File: config.mk
export PLATFORM = sky130hd
export DESIGN_NAME = mmbd_decode
export DESIGN_NICKNAME = d
export VERILOG_FILES = /design/src/hdl/mmbd_pkg.sv /design/src/hdl/mmbd_decode.sv
export SDC_FILE = /design/constraint.sdc
export NUM_CORES = 1
export LEC_CHECK = 0
export ABC_AREA = 1
export BUFFER_PORTS_ARGS = -buffer_cell sky130_fd_sc_hd__buf_4
export CAP_MARGIN = 20
export CORE_AREA = 4 4 41 43
export DETAILED_ROUTE_END_ITERATION = 8
export DIE_AREA = 0 0 45 47
export PLACE_DENSITY_LB_ADDON = 0.1
export SLEW_MARGIN = 10
export SYNTH_ARGS = -nofsm -noshare
export SYNTH_HDL_FRONTEND = slang
export SYNTH_SLANG_ARGS = --single-unit
File: constraint.sdc
create_clock -name vclk -period 0.8
set_clock_uncertainty 0.05 [all_clocks]
set_input_delay 0 -clock vclk [all_inputs]
set_output_delay 0 -clock vclk [all_outputs]
set_load 0.02 [all_outputs]
File: src/hdl/mmbd_pkg.sv
`timescale 1ns / 1ps

package mmbd_pkg;

	// Target codes of the forwarded regions.
	localparam logic [2:0] TGT_LOCAL  = 3'd0;
	localparam logic [2:0] TGT_ROM    = 3'd1;
	localparam logic [2:0] TGT_VRAM   = 3'd2;
	localparam logic [2:0] TGT_CRAM   = 3'd3;
	localparam logic [2:0] TGT_OAM    = 3'd4;
	localparam logic [2:0] TGT_JOYPAD = 3'd5;
	localparam logic [2:0] TGT_TIMER  = 3'd6;
	localparam logic [2:0] TGT_VIDEO  = 3'd7;

	// Read value of an unmapped address and the unwired interrupt bits.
	localparam logic [7:0] RD_UNMAPPED = 8'hFF;
	localparam logic [7:0] IRQ_PAD     = 8'hE0;

	// Local storage that an access selects.
	typedef enum logic [2:0] {
		LK_NONE,
		LK_WRAM,
		LK_HRAM,
		LK_IFLAG,
		LK_IENABLE,
		LK_BOOT
	} local_kind_t;

	// Decode of one bus address.
	typedef struct packed {
		logic [2:0]  target;
		local_kind_t kind;
		logic        hole;
	} dec_t;

endpackage

File: src/hdl/mmbd_decode.sv
`timescale 1ns / 1ps

module mmbd_decode (
	input  logic [15:0]   addr,
	output mmbd_pkg::dec_t dec
);
	import mmbd_pkg::*;

	// Forwarded regions first; everything else is local or unmapped.
	always_comb begin
		dec.target = TGT_LOCAL;
		dec.kind   = LK_NONE;
		dec.hole   = 1'b0;
		if (addr inside {[16'h0000:16'h7FFF]}) begin
			dec.target = TGT_ROM;
		end else if (addr inside {[16'h8000:16'h9FFF]}) begin
			dec.target = TGT_VRAM;
		end else if (addr inside {[16'hA000:16'hBFFF]}) begin
			dec.target = TGT_CRAM;
		end else if (addr inside {[16'hFE00:16'hFE9F]}) begin
			dec.target = TGT_OAM;
		end else if (addr == 16'hFF00) begin
			dec.target = TGT_JOYPAD;
		end else if (addr inside {[16'hFF04:16'hFF07]}) begin
			dec.target = TGT_TIMER;
		end else if (addr inside {[16'hFF40:16'hFF49]}) begin
			dec.target = TGT_VIDEO;
		end else if (addr inside {[16'hC000:16'hDFFF]}) begin
			dec.kind = LK_WRAM;
		end else if (addr == 16'hFF0F) begin
			dec.kind = LK_IFLAG;
		end else if (addr == 16'hFF50) begin
			dec.kind = LK_BOOT;
		end else if (addr inside {[16'hFF80:16'hFFFE]}) begin
			dec.kind = LK_HRAM;
		end else if (addr == 16'hFFFF) begin
			dec.kind = LK_IENABLE;
		end

		// Invalid register holes are all outside the forwarded regions.
		if (addr == 16'hFF03 || addr inside {[16'hFF08:16'hFF0E]} ||
				addr inside {[16'hFF27:16'hFF2F]}) begin
			dec.hole = 1'b1;
		end
	end

endmodule

==> Yosys cells after proc, flatten, opt, wreduce, memory -nomap -nowiden <==
Cells that the tools add are included.
W data, S select, Z words.
{ "op_classes": {"add_sub_neg": 0, "mul": 0, "n_div": 0, "magnitude_cmp": 20, "n_eq_ne": 5, "n_shift": 0, "mux": 20, "n_bitwise": 0, "reduce_logical": 12} }
{ "op_table": {"columns": ["op", "n"], "rows": [
  ["$ge A16 B16 Y1 const B", 9],
  ["$le A16 B16 Y1 const B", 9],
  ["$eq A16 B16 Y1 const B", 5],
  ["$mux W3", 19],
  ["$ge A16 B1 Y1 const B", 1],
  ["$le A16 B15 Y1 const B", 1],
  ["$logic_and A1 B1 Y1", 10],
  ["$logic_or A1 B1 Y1", 2],
  ["$mux W1", 1]
]} }
{ "word_totals": {"regBits": 0, "latch_bits": 0, "ramBits": 0, "romBits": 0, "in_bits": 16, "output_inout_bits": 7, "elab_cells": 57, "memories": 0} }

==> Longest topological paths before layout <==
{ "depth": {"depth_word": 13, "ltp_mapped": 8, "ltp_nobuf": 8} }

==> Least setup slack after synthesis <==
OpenSTA, ideal clock, no wires.
{ "synth_path": {"kind": "in2out", "startpoint": "input port addr[10]", "endpoint": "output port dec[1] (netlist name)", "arrival_time_ps": 700, "required_ps": 750, "path_slack_ps": 50, "path_stages": 6, "path_cell_list": "nand2_1 nor2_1 nand2_4 clkinv_4 nand4_1 nand3b_1"} }
{ "synth_lines": {"columns": ["item", "line", "source"], "rows": [
  ["start: declaration", "mmbd_decode.sv:4", "input logic [15:0] addr,"],
  ["end: declaration", "mmbd_decode.sv:5", "output mmbd_pkg::dec_t dec"]
]} }

==> run metrics <==
status=finished with violations; failing checks=negative setup slack; Routed WL=1770 um; # diodes=0; Die Width=45 um; fin crit share=1.16; Crit. End Element=primary output; minimum clock period=about 930 ps; first-pass iteration count of the detailed router=4; Synth Net Count=106; synthesized area per cell=about 4.6 um^2; Fmax=between 1000 and 1500 MHz; Synth Cell Area=410 um^2; CP Launch Type=primary input; post-synthesis sequential area ratio=0; IR Drop Worst-Case VDD=roughly 0.28 mV; most common cell after layout, fill and taps aside=buf_4; Data required, critical path=750 ps; GRT Overall Usage=0.177; vias per cell=around 5.0; Final setup viols=7; I/O pins=23; crit path kind=primary input to primary output; layout clock buffer count=0; Post-DRT Antenna Nets=0; largest net degree at the start of global routing=8; vias in the first global route=727; first-pass GRT wire length=2870 um; grt total ovfl=0; min-delay src=addr[15]; Area Growth Syn to Fin=145%; max-slew violation count=0; core box area=between 1000 and 1500 um^2; PortBufs=23; type of the worst min-delay path=primary input to primary output; seq_cells=0; share of cells above drive strength 1=0.622; GP Congestion=0.809; DR WL/cell=between 10 and 15 um; Die Span Y=between 40 and 50 um; most frequent cells in the layout=buf_4, nand2_1, buf_6; drc violations=0; fin nets=between 150 and 200; unrepaired setup endpoints after global routing=true; Hold Path Sink=dec[4]; crit-path max FO=4; max cap viols=0; Detail Placement HPWL=approximately 1200 um; Worst-Margin Slew=approximately 190 ps; Post-Layout Cell Count=150; die footprint=~2100 um^2; synth warn=0; Vias=around 750; fin worst setup slack=-127 ps; Filler Cell Count=97; initial DRC count=13; Hold Vio Cnt, Final=0; Hold WS=around 400 ps; Slew HR=0.873; Mapped Cells=90; pwr/cell area=about 400 nW/um^2; initial core utilization=0.315; static leakage=0.524 nW; Yosys cell types=16; Rows=13; WHS Path Cells=4; initial antenna violation count=0; DP Cell Count=around 150; register area=0 um^2; Pwr Total=about 0.00041 W; CP Data Arrival Time=880 ps
[routing by layer]
layer	track usage	routed length [um]
met1	0.213	717
met5	0	0
met4	0.0234	14
met3	0.0153	99
met2	0.345	935
[kinds of logic after synthesis]
logic type | count (synthesis) | share of synthesized area
and+or+nand+nor | 72 | 0.802
buffers and inverters | 14 | 0.140
AOI/OAI and AO/OA | 4 | 0.0579
[worst max-delay path: stages]
cell and delay (ps):
buf_6 70, nand2_4 40, nor2_4 180, buf_4 140
nand4_1 100, nand2_1 80, nand2_1 50, nand2_1 80
buf_6 120
[cell type report]
type | count | area (um^2) | area share
Tap cell | 15 | 18.8 | 0.0187
Timing Repair Buffer | 45 | 413 | 0.411
Inverter | 14 | 80.1 | 0.0797
Multi-Input combinational cell | 76 | 493 | 0.491
[metrics by stage]
step / utilization / TNS, ps / instance area (um^2) / setup WS, ps
2_1_floorplan: - / 0 / 410 / 50.1
3_3_place_gp: 0.566 / -885 / 737 / -181
3_5_place_dp: 0.566 / -830 / 737 / -180
4_1_cts: 0.752 / -403 / 978 / -90.1
5_1_grt: 0.772 / -1010 / 1000 / -200
6_report: 0.772 / -539 / 1000 / -127
[power breakdown]
| group | internal (W) | switching, W | total, W | leakage [nW] |
|---|---|---|---|---|
| Clock | 0 | 0 | 0 | 0 |
| Sequential | 0 | 0 | 0 | 0 |
| Combinational | 0.000210 | 0.000195 | 0.000405 | 0.524 |
| Total | 0.000210 | 0.000195 | 0.000405 | 0.524 |
[cells in the mapped netlist]
master    instances  area, um^2
nand3b_1          1        7.51
inv_2             1        3.75
clkinv_4          1        8.76
o21ai_0           1        5.00
nor3_1            3        15.0
a21oi_1           2        10.0
nand2_4           1        11.3
nand4_1           6        37.5
nand3_1          11        55.1
nor2_2            1        6.26
nor2_1           21        78.8
nand2_2           2        12.5
nand2_1          25        93.8
inv_1            12        45.0
o21ai_2           1        8.76
nor2_4            1        11.3
[timing repair]
action	4_1_cts	5_1_grt
cloned	0	0
buffers inserted	4	0
endpoints found under the setup margin	7	7
pin swaps	23	2
resized for setup	66	7
hold buffers	0	0
[how the worst max path moves through the flow]
stage	startpoint	end	cells after the start
floorplan	addr[10]	dec[1]	6
global placement	addr[0]	dec[2]	10
detailed placement	addr[0]	dec[2]	9
CTS	addr[12]	dec[1]	8
global route	addr[12]	dec[1]	8
finish	addr[12]	dec[0]	9
No activity file was read; power rests on OpenSTA's default activity.
